`src/rtl/uqpt_pkg.sv`:
```
// types, constants and helper functions for the url query pair tokenizer
package uqpt_pkg;

    localparam logic [7:0] CH_AMP     = 8'h26;
    localparam logic [7:0] CH_EQUAL   = 8'h3D;
    localparam logic [7:0] CH_PLUS    = 8'h2B;
    localparam logic [7:0] CH_PERCENT = 8'h25;
    localparam logic [7:0] CH_SPACE   = 8'h20;

    localparam int POS_W  = 12;
    localparam int WPOS_W = 13;
    localparam int PIDX_W = 8;

    typedef logic [1:0] t_cfg_idx;
    localparam t_cfg_idx CFG_PAIR_SEP   = 2'd0;
    localparam t_cfg_idx CFG_ASSIGN     = 2'd1;
    localparam t_cfg_idx CFG_URL_DECODE = 2'd2;

    typedef enum logic [1:0] {
        ESC_IDLE,
        ESC_HIGH,
        ESC_LOW
    } t_esc;

    typedef enum logic [1:0] {
        PH_KEY_WAIT,
        PH_KEY,
        PH_VAL_WAIT,
        PH_VAL
    } t_phase;

    typedef struct packed {
        logic [7:0] pair_separator;
        logic [7:0] assign_char;
        logic       url_decode;
    } t_cfg;

    typedef struct packed {
        logic [7:0] in_byte;
        logic       last_byte;
    } t_item;

    // decoded byte handed from the escape stage to the parser
    typedef struct packed {
        logic       have;
        logic [7:0] raw;
        logic [7:0] dchar;
    } t_dec;

    typedef struct packed {
        logic              char_valid;
        logic [7:0]        decoded_char;
        logic [POS_W-1:0]  char_pos;
        logic              pair_valid;
        logic [PIDX_W-1:0] pair_index;
        logic [POS_W-1:0]  key_first;
        logic [POS_W-1:0]  key_last;
        logic [POS_W-1:0]  value_first;
        logic [POS_W-1:0]  value_last;
        logic              end_of_string;
        logic              overflow;
        logic              any_pair;
    } t_res;

    function automatic logic [3:0] hex_val(input logic [7:0] c);
        logic [3:0] v;
        v = 4'd0;
        if (c >= 8'h30 && c <= 8'h39) begin
            v = c[3:0];
        end else if ((c >= 8'h41 && c <= 8'h46) || (c >= 8'h61 && c <= 8'h66)) begin
            v = 4'(c[3:0] + 4'd9);
        end
        return v;
    endfunction

    function automatic logic [POS_W-1:0] sat12(input logic [WPOS_W-1:0] v);
        logic [POS_W-1:0] r;
        r = v[WPOS_W-1] ? {POS_W{1'b1}} : v[POS_W-1:0];
        return r;
    endfunction

endpackage

```
`src/rtl/uqpt_in_if.sv`:
```
// input channel: raw string bytes with end marker
interface uqpt_in_if;
    logic       valid;
    logic       ready;
    logic [7:0] in_byte;
    logic       last_byte;

    modport source (output valid, output in_byte, output last_byte, input ready);
    modport sink   (input valid, input in_byte, input last_byte, output ready);
endinterface

```
`src/rtl/uqpt_out_if.sv`:
```
// output channel: decoded byte and finished pair reports
interface uqpt_out_if;
    logic        valid;
    logic        ready;
    logic        char_valid;
    logic [7:0]  decoded_char;
    logic [11:0] char_pos;
    logic        pair_valid;
    logic [7:0]  pair_index;
    logic [11:0] key_first;
    logic [11:0] key_last;
    logic [11:0] value_first;
    logic [11:0] value_last;
    logic        end_of_string;
    logic        overflow;
    logic        any_pair;

    modport source (
        output valid, output char_valid, output decoded_char, output char_pos,
        output pair_valid, output pair_index, output key_first, output key_last,
        output value_first, output value_last, output end_of_string,
        output overflow, output any_pair, input ready
    );
    modport sink (
        input valid, input char_valid, input decoded_char, input char_pos,
        input pair_valid, input pair_index, input key_first, input key_last,
        input value_first, input value_last, input end_of_string,
        input overflow, input any_pair, output ready
    );
endinterface

```
`src/rtl/uqpt_in_reg.sv`:
```
// input register stage holding one accepted byte
module uqpt_in_reg import uqpt_pkg::*; (
    input  logic  i_clk,
    input  logic  i_rst_n,
    input  logic  i_valid,
    input  t_item i_item,
    output logic  o_ready,
    input  logic  i_take,
    output logic  o_valid,
    output t_item o_item
);

    logic  r_valid;
    t_item r_item;

    assign o_ready = !r_valid || i_take;
    assign o_valid = r_valid;
    assign o_item  = r_item;

    always_ff @(posedge i_clk) begin
        if (!i_rst_n) begin
            r_valid <= 1'b0;
        end else if (o_ready) begin
            r_valid <= i_valid;
        end
    end

    always_ff @(posedge i_clk) begin
        if (o_ready && i_valid) begin
            r_item <= i_item;
        end
    end

endmodule

```
`src/rtl/uqpt_escape.sv`:
```
// plus and percent escape decoder
module uqpt_escape import uqpt_pkg::*; (
    input  logic  i_clk,
    input  logic  i_rst_n,
    input  logic  i_fire,
    input  t_item i_item,
    input  logic  i_url_decode,
    output t_dec  o_dec
);

    t_esc       r_esc, n_esc;
    logic [3:0] r_high, n_high;
    logic [3:0] w_hex;

    assign w_hex = hex_val(i_item.in_byte);

    // next state
    always_comb begin
        n_esc  = r_esc;
        n_high = r_high;
        case (r_esc)
            ESC_IDLE: begin
                if (i_url_decode && i_item.in_byte == CH_PERCENT && !i_item.last_byte) begin
                    n_esc = ESC_HIGH;
                end
            end
            ESC_HIGH: begin
                n_esc  = ESC_LOW;
                n_high = w_hex;
            end
            ESC_LOW: begin
                n_esc = ESC_IDLE;
            end
            default: begin
                n_esc = ESC_IDLE;
            end
        endcase
        if (i_item.last_byte) begin
            n_esc  = ESC_IDLE;
            n_high = 4'd0;
        end
    end

    // outputs
    always_comb begin
        o_dec.have  = 1'b0;
        o_dec.raw   = CH_PERCENT;
        o_dec.dchar = 8'd0;
        case (r_esc)
            ESC_IDLE: begin
                if (i_url_decode && i_item.in_byte == CH_PERCENT) begin
                    // truncated escape at end of string decodes to zero
                    o_dec.have = i_item.last_byte;
                end else begin
                    o_dec.have  = 1'b1;
                    o_dec.raw   = i_item.in_byte;
                    o_dec.dchar = (i_url_decode && i_item.in_byte == CH_PLUS) ?
                                  CH_SPACE : i_item.in_byte;
                end
            end
            ESC_HIGH: begin
                o_dec.have  = i_item.last_byte;
                o_dec.dchar = {w_hex, 4'd0};
            end
            ESC_LOW: begin
                o_dec.have  = 1'b1;
                o_dec.dchar = {r_high, w_hex};
            end
            default: begin
                o_dec.have = 1'b0;
            end
        endcase
    end

    always_ff @(posedge i_clk) begin
        if (!i_rst_n) begin
            r_esc  <= ESC_IDLE;
            r_high <= 4'd0;
        end else if (i_fire) begin
            r_esc  <= n_esc;
            r_high <= n_high;
        end
    end

endmodule

```
`src/rtl/uqpt_parser.sv`:
```
// key/value boundary tracker and result builder
module uqpt_parser import uqpt_pkg::*; #(
    parameter int MAX_LEN   = 4096,
    parameter int MAX_PAIRS = 255
) (
    input  logic i_clk,
    input  logic i_rst_n,
    input  logic i_fire,
    input  logic i_last,
    input  t_dec i_dec,
    input  t_cfg i_cfg,
    output logic o_res_valid,
    output t_res o_res
);

    localparam int CAP      = (MAX_LEN < 4096) ? MAX_LEN : 4096;
    localparam int PAIR_CAP = (MAX_PAIRS < 255) ? MAX_PAIRS : 255;

    t_phase             r_phase, n_phase;
    logic [WPOS_W-1:0]  r_wpos, n_wpos;
    logic               r_fns_seen, n_fns_seen;
    logic [POS_W-1:0]   r_fns_pos, n_fns_pos;
    logic [POS_W-1:0]   r_kem, n_kem;
    logic [POS_W-1:0]   r_vb, n_vb;
    logic [PIDX_W-1:0]  r_pairs, n_pairs;
    logic               r_ovf, n_ovf;

    logic              w_stored, w_is_sep, w_is_as;
    logic [POS_W-1:0]  w_pos, w_pos_m1;
    logic              w_start_key, w_key_close, w_fns_hit, w_fns_cur;
    logic              w_pair_early, w_val_start, w_pair_val, w_pair_byte;
    logic              w_flush, w_pair;
    t_phase            w_p1, w_p2, w_p3, w_p4;
    logic [POS_W-1:0]  w_kl, w_kf_pick, w_kf, w_vf, w_vl, w_cnt_m1;

    assign w_stored = i_dec.have && (r_wpos < WPOS_W'(CAP));
    assign w_is_sep = i_dec.raw == i_cfg.pair_separator;
    assign w_is_as  = i_dec.raw == i_cfg.assign_char;
    assign w_pos    = r_wpos[POS_W-1:0];
    assign w_pos_m1 = w_pos - POS_W'(1);

    // phase walk for one byte, then next state
    always_comb begin
        w_start_key  = w_stored && r_phase == PH_KEY_WAIT && !w_is_sep && !w_is_as;
        w_p1         = w_start_key ? PH_KEY : r_phase;
        w_key_close  = w_stored && w_p1 == PH_KEY && w_is_as;
        w_fns_cur    = w_start_key ? 1'b0 : r_fns_seen;
        w_fns_hit    = w_stored && w_p1 == PH_KEY && !w_is_as && !w_fns_cur &&
                       i_dec.dchar != CH_SPACE;
        w_p2         = w_key_close ? PH_VAL_WAIT : w_p1;
        // same byte as separator and assign closes key and empty value together
        w_pair_early = w_stored && w_is_sep && w_p2 == PH_VAL_WAIT;
        w_val_start  = w_stored && !w_pair_early && w_p2 == PH_VAL_WAIT &&
                       !w_is_sep && !w_is_as;
        w_p3         = w_val_start ? PH_VAL : w_p2;
        w_pair_val   = w_stored && !w_pair_early && w_p3 == PH_VAL && w_is_sep;
        w_pair_byte  = w_pair_early || w_pair_val;
        w_p4         = w_pair_byte ? PH_KEY_WAIT : w_p3;

        n_wpos   = w_stored ? (r_wpos + WPOS_W'(1)) : r_wpos;
        w_flush  = i_last && !w_pair_byte && n_wpos != '0 && w_p4 != PH_KEY_WAIT;
        w_pair   = w_pair_byte || w_flush;
        n_phase  = i_last ? PH_KEY_WAIT : w_p4;

        n_fns_seen = w_fns_cur || w_fns_hit;
        n_fns_pos  = w_fns_hit ? w_pos : r_fns_pos;
        n_kem      = w_key_close ? w_pos_m1 : r_kem;
        n_vb       = w_val_start ? w_pos : r_vb;
        n_ovf      = r_ovf || (i_dec.have && !w_stored);
        n_pairs    = (w_pair && r_pairs < PIDX_W'(PAIR_CAP)) ? (r_pairs + PIDX_W'(1)) : r_pairs;
    end

    // outputs
    always_comb begin
        w_cnt_m1  = POS_W'(n_wpos - WPOS_W'(1));
        w_kl      = (w_flush && w_p4 == PH_KEY) ? w_cnt_m1 : n_kem;
        w_kf_pick = n_fns_seen ? n_fns_pos : w_kl;
        w_kf      = (w_kf_pick > w_kl) ? w_kl : w_kf_pick;
        w_vf      = '0;
        w_vl      = '0;
        if (w_pair_early) begin
            w_vf = w_pos;
            w_vl = w_pos_m1;
        end else if (w_pair_val) begin
            w_vf = n_vb;
            w_vl = w_pos_m1;
        end else if (w_flush) begin
            case (w_p4)
                PH_VAL: begin
                    w_vf = n_vb;
                    w_vl = w_cnt_m1;
                end
                PH_VAL_WAIT: begin
                    w_vf = w_cnt_m1;
                    w_vl = w_cnt_m1;
                end
                PH_KEY: begin
                    w_vf = sat12(n_wpos);
                    w_vl = sat12(n_wpos);
                end
                default: begin
                    w_vf = '0;
                    w_vl = '0;
                end
            endcase
        end

        o_res_valid          = w_stored || w_pair || i_last;
        o_res.char_valid     = w_stored;
        o_res.decoded_char   = (!w_stored || w_key_close || w_pair_byte) ? 8'd0 : i_dec.dchar;
        o_res.char_pos       = w_stored ? w_pos : '0;
        o_res.pair_valid     = w_pair;
        o_res.pair_index     = w_pair ? r_pairs : '0;
        o_res.key_first      = w_pair ? w_kf : '0;
        o_res.key_last       = w_pair ? w_kl : '0;
        o_res.value_first    = w_vf;
        o_res.value_last     = w_vl;
        o_res.end_of_string  = i_last;
        o_res.overflow       = n_ovf;
        o_res.any_pair       = n_pairs != '0;
    end

    always_ff @(posedge i_clk) begin
        if (!i_rst_n || (i_fire && i_last)) begin
            r_phase    <= PH_KEY_WAIT;
            r_wpos     <= '0;
            r_fns_seen <= 1'b0;
            r_fns_pos  <= '0;
            r_kem      <= '0;
            r_vb       <= '0;
            r_pairs    <= '0;
            r_ovf      <= 1'b0;
        end else if (i_fire) begin
            r_phase    <= n_phase;
            r_wpos     <= n_wpos;
            r_fns_seen <= n_fns_seen;
            r_fns_pos  <= n_fns_pos;
            r_kem      <= n_kem;
            r_vb       <= n_vb;
            r_pairs    <= n_pairs;
            r_ovf      <= n_ovf;
        end
    end

    a_restart_after_last: assert property (@(posedge i_clk) disable iff (!i_rst_n)
        i_fire && i_last |=> r_wpos == '0 && r_phase == PH_KEY_WAIT && r_pairs == '0)
        else $error("parser state not cleared after end of string");

    a_wpos_in_capacity: assert property (@(posedge i_clk) disable iff (!i_rst_n)
        r_wpos <= WPOS_W'(CAP))
        else $error("write position beyond capacity");

endmodule

```
`src/rtl/url_query_pair_tokenizer.sv`:
```
// top level: input register, escape decoder, parser and result register
// a byte is first held in the input register, then its result is registered in the output register
// throughput: one byte per cycle while the result register is free or draining, limited by the parser state update
// bytes that produce no result (escape prefix, first digit, bytes past capacity) are consumed but emit nothing
// reset: synchronous active low, clears parser state and restores '&', '=' and decoding on
module url_query_pair_tokenizer import uqpt_pkg::*; #(
    parameter int MAX_LEN   = 4096,
    parameter int MAX_PAIRS = 255
) (
    input  logic     i_clk,
    input  logic     i_rst_n,
    input  logic     i_cfg_we,
    input  t_cfg_idx i_cfg_idx,
    input  logic [7:0] i_cfg_data,
    uqpt_in_if.sink    i_in,
    uqpt_out_if.source o_res
);

    t_cfg  r_cfg;
    t_item w_in_item, w_item;
    logic  w_item_valid, w_fire;
    t_dec  w_dec;
    logic  w_res_valid;
    t_res  w_res;
    logic  r_out_valid;
    t_res  r_res;

    always_ff @(posedge i_clk) begin
        if (!i_rst_n) begin
            r_cfg.pair_separator <= CH_AMP;
            r_cfg.assign_char    <= CH_EQUAL;
            r_cfg.url_decode     <= 1'b1;
        end else if (i_cfg_we) begin
            case (i_cfg_idx)
                CFG_PAIR_SEP:   r_cfg.pair_separator <= i_cfg_data;
                CFG_ASSIGN:     r_cfg.assign_char    <= i_cfg_data;
                CFG_URL_DECODE: r_cfg.url_decode     <= i_cfg_data[0];
                default: begin
                end
            endcase
        end
    end

    assign w_in_item.in_byte   = i_in.in_byte;
    assign w_in_item.last_byte = i_in.last_byte;

    // a byte moves on whenever the result register is free or draining
    assign w_fire = w_item_valid && (!r_out_valid || o_res.ready);

    uqpt_in_reg u_in_reg (
        .i_clk   (i_clk),
        .i_rst_n (i_rst_n),
        .i_valid (i_in.valid),
        .i_item  (w_in_item),
        .o_ready (i_in.ready),
        .i_take  (w_fire),
        .o_valid (w_item_valid),
        .o_item  (w_item)
    );

    uqpt_escape u_escape (
        .i_clk        (i_clk),
        .i_rst_n      (i_rst_n),
        .i_fire       (w_fire),
        .i_item       (w_item),
        .i_url_decode (r_cfg.url_decode),
        .o_dec        (w_dec)
    );

    uqpt_parser #(
        .MAX_LEN   (MAX_LEN),
        .MAX_PAIRS (MAX_PAIRS)
    ) u_parser (
        .i_clk       (i_clk),
        .i_rst_n     (i_rst_n),
        .i_fire      (w_fire),
        .i_last      (w_item.last_byte),
        .i_dec       (w_dec),
        .i_cfg       (r_cfg),
        .o_res_valid (w_res_valid),
        .o_res       (w_res)
    );

    always_ff @(posedge i_clk) begin
        if (!i_rst_n) begin
            r_out_valid <= 1'b0;
        end else if (w_fire) begin
            r_out_valid <= w_res_valid;
        end else if (o_res.ready) begin
            r_out_valid <= 1'b0;
        end
    end

    always_ff @(posedge i_clk) begin
        if (w_fire && w_res_valid) begin
            r_res <= w_res;
        end
    end

    assign o_res.valid         = r_out_valid;
    assign o_res.char_valid    = r_res.char_valid;
    assign o_res.decoded_char  = r_res.decoded_char;
    assign o_res.char_pos      = r_res.char_pos;
    assign o_res.pair_valid    = r_res.pair_valid;
    assign o_res.pair_index    = r_res.pair_index;
    assign o_res.key_first     = r_res.key_first;
    assign o_res.key_last      = r_res.key_last;
    assign o_res.value_first   = r_res.value_first;
    assign o_res.value_last    = r_res.value_last;
    assign o_res.end_of_string = r_res.end_of_string;
    assign o_res.overflow      = r_res.overflow;
    assign o_res.any_pair      = r_res.any_pair;

    a_key_order: assert property (@(posedge i_clk) disable iff (!i_rst_n)
        o_res.valid && o_res.pair_valid |-> o_res.key_first <= o_res.key_last)
        else $error("pair reported with key start after key end");

    a_no_pair_any: assert property (@(posedge i_clk) disable iff (!i_rst_n)
        o_res.valid && o_res.pair_valid |-> o_res.any_pair)
        else $error("pair reported without any_pair set");

endmodule
```
`src/flat_wrapper.sv`:
```
// flat-port wrapper written by rule: the top's interface ports become plain ports
module url_query_pair_tokenizer_flat import uqpt_pkg::*;
#(
    parameter int MAX_LEN   = 4096,
    parameter int MAX_PAIRS = 255
)
  (i_clk, i_rst_n, i_cfg_we, i_cfg_idx, i_cfg_data, i_in_valid, i_in_in_byte, i_in_last_byte, i_in_ready, o_res_valid, o_res_char_valid, o_res_decoded_char, o_res_char_pos, o_res_pair_valid, o_res_pair_index, o_res_key_first, o_res_key_last, o_res_value_first, o_res_value_last, o_res_end_of_string, o_res_overflow, o_res_any_pair, o_res_ready);
  uqpt_in_if i_in_i ();
  uqpt_out_if o_res_i ();
  input  logic i_clk;
  input  logic i_rst_n;
  input  logic i_cfg_we;
  input  t_cfg_idx i_cfg_idx;
  input  logic [7:0] i_cfg_data;
  input wire logic [$bits(i_in_i.valid)-1:0] i_in_valid;
  input wire logic [$bits(i_in_i.in_byte)-1:0] i_in_in_byte;
  input wire logic [$bits(i_in_i.last_byte)-1:0] i_in_last_byte;
  output wire logic [$bits(i_in_i.ready)-1:0] i_in_ready;
  output wire logic [$bits(o_res_i.valid)-1:0] o_res_valid;
  output wire logic [$bits(o_res_i.char_valid)-1:0] o_res_char_valid;
  output wire logic [$bits(o_res_i.decoded_char)-1:0] o_res_decoded_char;
  output wire logic [$bits(o_res_i.char_pos)-1:0] o_res_char_pos;
  output wire logic [$bits(o_res_i.pair_valid)-1:0] o_res_pair_valid;
  output wire logic [$bits(o_res_i.pair_index)-1:0] o_res_pair_index;
  output wire logic [$bits(o_res_i.key_first)-1:0] o_res_key_first;
  output wire logic [$bits(o_res_i.key_last)-1:0] o_res_key_last;
  output wire logic [$bits(o_res_i.value_first)-1:0] o_res_value_first;
  output wire logic [$bits(o_res_i.value_last)-1:0] o_res_value_last;
  output wire logic [$bits(o_res_i.end_of_string)-1:0] o_res_end_of_string;
  output wire logic [$bits(o_res_i.overflow)-1:0] o_res_overflow;
  output wire logic [$bits(o_res_i.any_pair)-1:0] o_res_any_pair;
  input wire logic [$bits(o_res_i.ready)-1:0] o_res_ready;
  assign i_in_i.valid = i_in_valid;
  assign i_in_i.in_byte = i_in_in_byte;
  assign i_in_i.last_byte = i_in_last_byte;
  assign i_in_ready = i_in_i.ready;
  assign o_res_valid = o_res_i.valid;
  assign o_res_char_valid = o_res_i.char_valid;
  assign o_res_decoded_char = o_res_i.decoded_char;
  assign o_res_char_pos = o_res_i.char_pos;
  assign o_res_pair_valid = o_res_i.pair_valid;
  assign o_res_pair_index = o_res_i.pair_index;
  assign o_res_key_first = o_res_i.key_first;
  assign o_res_key_last = o_res_i.key_last;
  assign o_res_value_first = o_res_i.value_first;
  assign o_res_value_last = o_res_i.value_last;
  assign o_res_end_of_string = o_res_i.end_of_string;
  assign o_res_overflow = o_res_i.overflow;
  assign o_res_any_pair = o_res_i.any_pair;
  assign o_res_i.ready = o_res_ready;
  url_query_pair_tokenizer #(.MAX_LEN(MAX_LEN), .MAX_PAIRS(MAX_PAIRS)) u_core (.i_clk(i_clk), .i_rst_n(i_rst_n), .i_cfg_we(i_cfg_we), .i_cfg_idx(i_cfg_idx), .i_cfg_data(i_cfg_data), .i_in(i_in_i), .o_res(o_res_i));
endmodule
```
`config.mk`:
```
export PLATFORM = sky130hd
export DESIGN_NAME = url_query_pair_tokenizer_flat
export DESIGN_NICKNAME = d
export VERILOG_FILES = /design/src/rtl/uqpt_pkg.sv /design/src/rtl/uqpt_in_if.sv /design/src/rtl/uqpt_out_if.sv /design/src/rtl/uqpt_in_reg.sv /design/src/rtl/uqpt_escape.sv /design/src/rtl/uqpt_parser.sv /design/src/rtl/url_query_pair_tokenizer.sv /design/src/flat_wrapper.sv
export SDC_FILE = /design/constraint.sdc
export NUM_CORES = 1
export LEC_CHECK = 0
export ABC_AREA = 1
export BUFFER_PORTS_ARGS = -buffer_cell sky130_fd_sc_hd__buf_2
export CAP_MARGIN = 10
export CORE_ASPECT_RATIO = 1.75
export CORE_MARGIN = 1
export CORE_UTILIZATION = 40
export CTS_CLUSTER_SIZE = 20
export DETAILED_ROUTE_END_ITERATION = 6
export MAX_ROUTING_LAYER = met4
export PLACE_DENSITY = 0.57
export SYNTH_ARGS = -nofsm -noshare
export SYNTH_HDL_FRONTEND = slang
export SYNTH_SLANG_ARGS = --single-unit
```
`constraint.sdc`:
```
create_clock -name i_clk -period 10 [get_ports i_clk]
set_input_delay 0.5 -clock i_clk [delete_from_list [all_inputs] [get_ports i_clk]]
set_output_delay 0.5 -clock i_clk [all_outputs]
set_load 0.1 [all_outputs]
```
==> report_table.html <==
<table>
<tr><th>Metric</th><th>Value</th></tr>
<tr><th colspan="2">Clocking</th></tr>
<tr><td>Clk sink count</td><td>176</td></tr>
<tr><td>Number of clock buffers inserted by TritonCTS</td><td>17</td></tr>
<tr><td>Deepest clock path buffer count</td><td>2</td></tr>
<tr><td>H-tree depth reported by CTS</td><td>4</td></tr>
<tr><td>Insertion delay of the later-clocked pin in the worst-skew pair</td><td>0.46 ns</td></tr>
<tr><td>CTS clk-pin slew, worst paths</td><td>roughly 0.07 ns</td></tr>
<tr><td>Cell at the root of the clock tree</td><td>clkbuf_16</td></tr>
<tr><td>Hold-fix buffers, CTS</td><td>0</td></tr>
<tr><td>Total of cells resized after clock tree synthesis</td><td>0</td></tr>
<tr><td>Number of setup buffers added after CTS</td><td>0</td></tr>
<tr><td>TritonCTS clock tree</td><td>yes</td></tr>
<tr><th colspan="2">Critical path</th></tr>
<tr><td>Library cell contributing the largest single delay on the critical path</td><td>nor2_1</td></tr>
<tr><td>Type of the setup path with the least slack</td><td>register to register</td></tr>
<tr><td>Data required time of the worst path</td><td>10.22 ns</td></tr>
<tr><td>CP Max Fanout</td><td>14</td></tr>
<tr><td>Delay of the slowest cell on the worst path</td><td>approximately 0.8 ns</td></tr>
<tr><td>Most repeated library cell on the critical path</td><td>nand2_1</td></tr>
<tr><td>Critical Path Source Type</td><td>register</td></tr>
<tr><td>Data arrival time of the critical path</td><td>6.16 ns</td></tr>
<tr><td>Kind of end point of the critical path</td><td>register</td></tr>
<tr><th colspan="2">Logic synthesis</th></tr>
<tr><td>Mean instance size in the synthesized netlist</td><td>between 7 and 8 µm²</td></tr>
<tr><td>Proportion of synthesized flip-flops having asynchronous set or reset</td><td>0%</td></tr>
<tr><td>Warning count from the yosys run</td><td>0</td></tr>
<tr><td>Number of library cell types mapped by synthesis</td><td>43</td></tr>
<tr><td>Share of Yosys cell area claimed by the top area cell type</td><td>a little over a quarter</td></tr>
<tr><td>Count of flip-flops with a built-in enable after synthesis</td><td>90</td></tr>
<tr><td>Sequential share of the synthesized area</td><td>between 40% and 50%</td></tr>
<tr><td>Top cell type by total area after synthesis</td><td>edfxtp_1</td></tr>
<tr><td>Register bit total from synthesis</td><td>176</td></tr>
<tr><td>Area contributors post-synth</td><td>edfxtp_1 (26%), dfxtp_1 (17%), nand2_1 (14%)</td></tr>
<tr><td>Synthesized Nets</td><td>~1500</td></tr>
<tr><td>Cell area after technology mapping</td><td>slightly above 0.01 mm²</td></tr>
<tr><td>Synthesized netlist cell count</td><td>approximately 1400</td></tr>
<tr><td>Most used flip-flop cell after synthesis</td><td>edfxtp_1</td></tr>
<tr><th colspan="2">Global route</th></tr>
<tr><td>Layer with the highest usage after global routing</td><td>met2</td></tr>
<tr><td>Via count of the first global-routing pass</td><td>slightly above 9000</td></tr>
<tr><td>Met1 track demand over resource in global routing</td><td>24.5%</td></tr>
<tr><td>Met3 demand-to-capacity share in global routing</td><td>approximately 4.6%</td></tr>
<tr><td>Maximum number of pins on one net before global-route repair</td><td>70</td></tr>
<tr><td>Routing usage on met2</td><td>49.6%</td></tr>
<tr><td>Antenna violations before repair</td><td>0</td></tr>
<tr><td>Overall global routing resource usage</td><td>a little over a quarter</td></tr>
<tr><td>First-pass GRT wire length</td><td>just over 50000 µm</td></tr>
<tr><td>Total congestion overflow</td><td>0</td></tr>
<tr><th colspan="2">Layout</th></tr>
<tr><td>Inserted Diodes</td><td>0</td></tr>
<tr><td>Largest register FFs</td><td>17</td></tr>
<tr><td>Commonest non-fill, non-tap cell in the layout</td><td>nand2_1</td></tr>
<tr><td>Nets</td><td>1547</td></tr>
<tr><td>Layout cells sized above 1</td><td>approximately 13%</td></tr>
<tr><td>Relative area change from synthesis to final layout</td><td>13.6%</td></tr>
<tr><td>Most frequent cells in the layout</td><td>nand2_1 (390), inv_1 (214), nor2_1 (125), o21ai_0 (116), buf_2 (106)</td></tr>
<tr><td>Filler instances</td><td>around 2700</td></tr>
<tr><td>Largest registers ranked by flip-flop count</td><td>u_core.r_cfg: 17 flops, u_core.u_parser.r_wpos: 13 flops</td></tr>
<tr><td>Reg with most FFs</td><td>u_core.r_cfg</td></tr>
<tr><td>Final cell count without fillers</td><td>between 1500 and 2000</td></tr>
<tr><th colspan="2">STA</th></tr>
<tr><td>Final total negative setup slack</td><td>0 ns</td></tr>
<tr><td>Unrepaired setup endpoints after global routing</td><td>no</td></tr>
<tr><td>Worst Clk Skew</td><td>roughly 0.0086 ns</td></tr>
<tr><td>Max Clk Rate</td><td>about 170 MHz</td></tr>
<tr><td>Setup violations, final</td><td>0</td></tr>
<tr><td>Slew Limit Fails</td><td>0</td></tr>
<tr><td>Shortest period the worst path allows</td><td>5.94 ns</td></tr>
<tr><td>Worst Slack Setup Final</td><td>4.06 ns</td></tr>
<tr><td>Final clock period utilization by the worst path</td><td>59.4%</td></tr>
<tr><td>Hold Vio Cnt, Final</td><td>0</td></tr>
<tr><td>Worst hold slack after final layout</td><td>0.216 ns</td></tr>
<tr><td>Max-slew headroom</td><td>27.4%</td></tr>
<tr><td>Slew at the pin closest to its max-slew limit</td><td>approximately 1.1 ns</td></tr>
<tr><th colspan="2">Floorplan</th></tr>
<tr><td>Total die area</td><td>0.0264 mm²</td></tr>
<tr><td>Die span in x</td><td>123 µm</td></tr>
<tr><td>Die Ht</td><td>around 210 µm</td></tr>
<tr><td>IO Count</td><td>between 100 and 150</td></tr>
<tr><td>Starting utilization of the core area</td><td>40.7%</td></tr>
<tr><td>CORE AREA</td><td>between 0.02 and 0.03 mm²</td></tr>
<tr><td>Standard-cell row count</td><td>between 70 and 80</td></tr>
<tr><th colspan="2">Power and ir drop</th></tr>
<tr><td>Power consumption</td><td>2.50 mW</td></tr>
<tr><td>Power density over the cells</td><td>214 mW/mm²</td></tr>
<tr><td>Max IR drop VDD</td><td>0.114 mV</td></tr>
<tr><td>Static leakage</td><td>approximately 5.7 nW</td></tr>
<tr><th colspan="2">Placed design</th></tr>
<tr><td>Final estimated routing congestion in global placement</td><td>roughly 0.97</td></tr>
<tr><td>Dpl hpwl</td><td>26000 µm</td></tr>
<tr><td>Count of buffers inserted at the top-level ports</td><td>~110</td></tr>
<tr><td>Pre-CTS setup slack</td><td>~4.2 ns</td></tr>
<tr><td>Count of placed standard cells including taps</td><td>between 1500 and 2000</td></tr>
<tr><th colspan="2">Drt</th></tr>
<tr><td>Routed vias</td><td>around 9500</td></tr>
<tr><td>Number of antenna-violating nets in the routed design</td><td>0</td></tr>
<tr><td>Remaining DRCs</td><td>0</td></tr>
<tr><td>Wire length per cell</td><td>between 15 and 20 µm</td></tr>
<tr><td>Drt pass-1 iters</td><td>5</td></tr>
<tr><td>Final Routed Wirelength</td><td>around 33000 µm</td></tr>
<tr><td>Iteration-0 DRC Markers</td><td>around 630</td></tr>
<tr><td>Via count normalized by instance count</td><td>approximately 5.2</td></tr>
<tr><th colspan="2">Status</th></tr>
<tr><td>Run status</td><td>completed</td></tr>
<tr><th colspan="2">Run</th></tr>
<tr><td>Max Cap Viol</td><td>0</td></tr>
<tr><th colspan="2">Min path</th></tr>
<tr><td>Worst hold path class</td><td>input pin to register</td></tr>
</table>
-- logic make-up after synthesis --
group                      Yosys count  synth area share, %
AOI/OAI and AO/OA                  250                 13.6
xor gates and xnor gates            32                 2.73
adders and majority gates           20                 2.43
buffers and inverters              279                 10.7
DFF                                176                 43.0
and+or+nand+nor                    666                 27.5
-- area by class of cell --
| type | instances | area (µm²) | area share [%] |
|---|---|---|---|
| clock buffers | 20 | 437 | 3.74 |
| clock inverters | 12 | 206 | 1.77 |
| inverters | 224 | 845 | 7.23 |
| multi-input cells | 968 | 4760 | 40.8 |
| flip-flops and latches | 176 | 4420 | 37.9 |
| well taps | 316 | 395 | 3.39 |
| repair buffers | 116 | 606 | 5.19 |
-- synth_stat cells (2+ instances only) --
| cell type | instances |
|---|---|
| a211oi_1 | 4 |
| a21oi_1 | 58 |
| a21oi_2 | 2 |
| a31oi_1 | 5 |
| buf_2 | 10 |
| buf_4 | 3 |
| buf_6 | 2 |
| clkbuf_1 | 39 |
| clkinv_1 | 3 |
| dfxtp_1 | 86 |
| edfxtp_1 | 90 |
| ha_1 | 20 |
| inv_1 | 214 |
| inv_2 | 5 |
| nand2_1 | 391 |
| nand2_2 | 9 |
| nand3_1 | 90 |
| nand3_2 | 2 |
| nand3b_1 | 8 |
| nand4_1 | 6 |
| nand4_2 | 2 |
| nand4_4 | 2 |
| nor2_1 | 126 |
| nor2_2 | 7 |
| nor3_1 | 15 |
| o211ai_1 | 31 |
| o21ai_0 | 116 |
| o21ai_1 | 21 |
| o21ai_2 | 10 |
| o22ai_1 | 2 |
| or2_2 | 2 |
| xnor2_1 | 5 |
| xor2_1 | 27 |
-- worst max-delay path, delay by kind of cell (launching register included) --
| kind | cells | cell delay (ns) |
|---|---|---|
| adders and majority gates | 2 | 0.42 |
| AOI/OAI and AO/OA | 8 | 1.71 |
| DFF | 1 | 0.48 |
| and+or+nand+nor | 14 | 2.47 |
| buffers and inverters | 4 | 0.58 |
-- final timing paths --
path	from	to	slack, ns	depth (start not counted)
worst max-delay path	u_core.u_in_reg.o_item[1]$_DFFE_PP_	u_core.o_res.key_first[5]$_SDFFCE_PN0P_	4.06	28
worst min-delay path	i_in_in_byte[3]	u_core.u_in_reg.o_item[4]$_DFFE_PP_	0.22	1
worst max register to register	u_core.u_in_reg.o_item[1]$_DFFE_PP_	u_core.o_res.key_first[5]$_SDFFCE_PN0P_	4.06	28
worst min register to register	u_core.u_escape.r_high[0]$_SDFFE_PN0P_	u_core.u_escape.r_high[0]$_SDFFE_PN0P_	0.47	2
-- metal layers --
| metal | vias up | part of all wire, % |
|---|---|---|
| li1 | 4738 | - |
| met1 | 4346 | 34 |
| met2 | 265 | 55 |
| met3 | 103 | 3.4 |
| met4 | 0 | 7.7 |
| met5 | - | 0 |
-- metrics by stage --
stage	cell area, µm²	util (%)
finish	11700	46.3
detailed placement	11000	43.7
floorplan	10300	-
global placement	11000	43.7
CTS	11700	46.3
global route	11700	46.3
-- power breakdown --
group,leakage [nW],internal (mW),switching [mW]
clock,0.298,0.445,0.297
combinational,3.80,0.199,0.685
sequential,1.58,0.839,0.0359
Power figures use the tool's default switching activity.
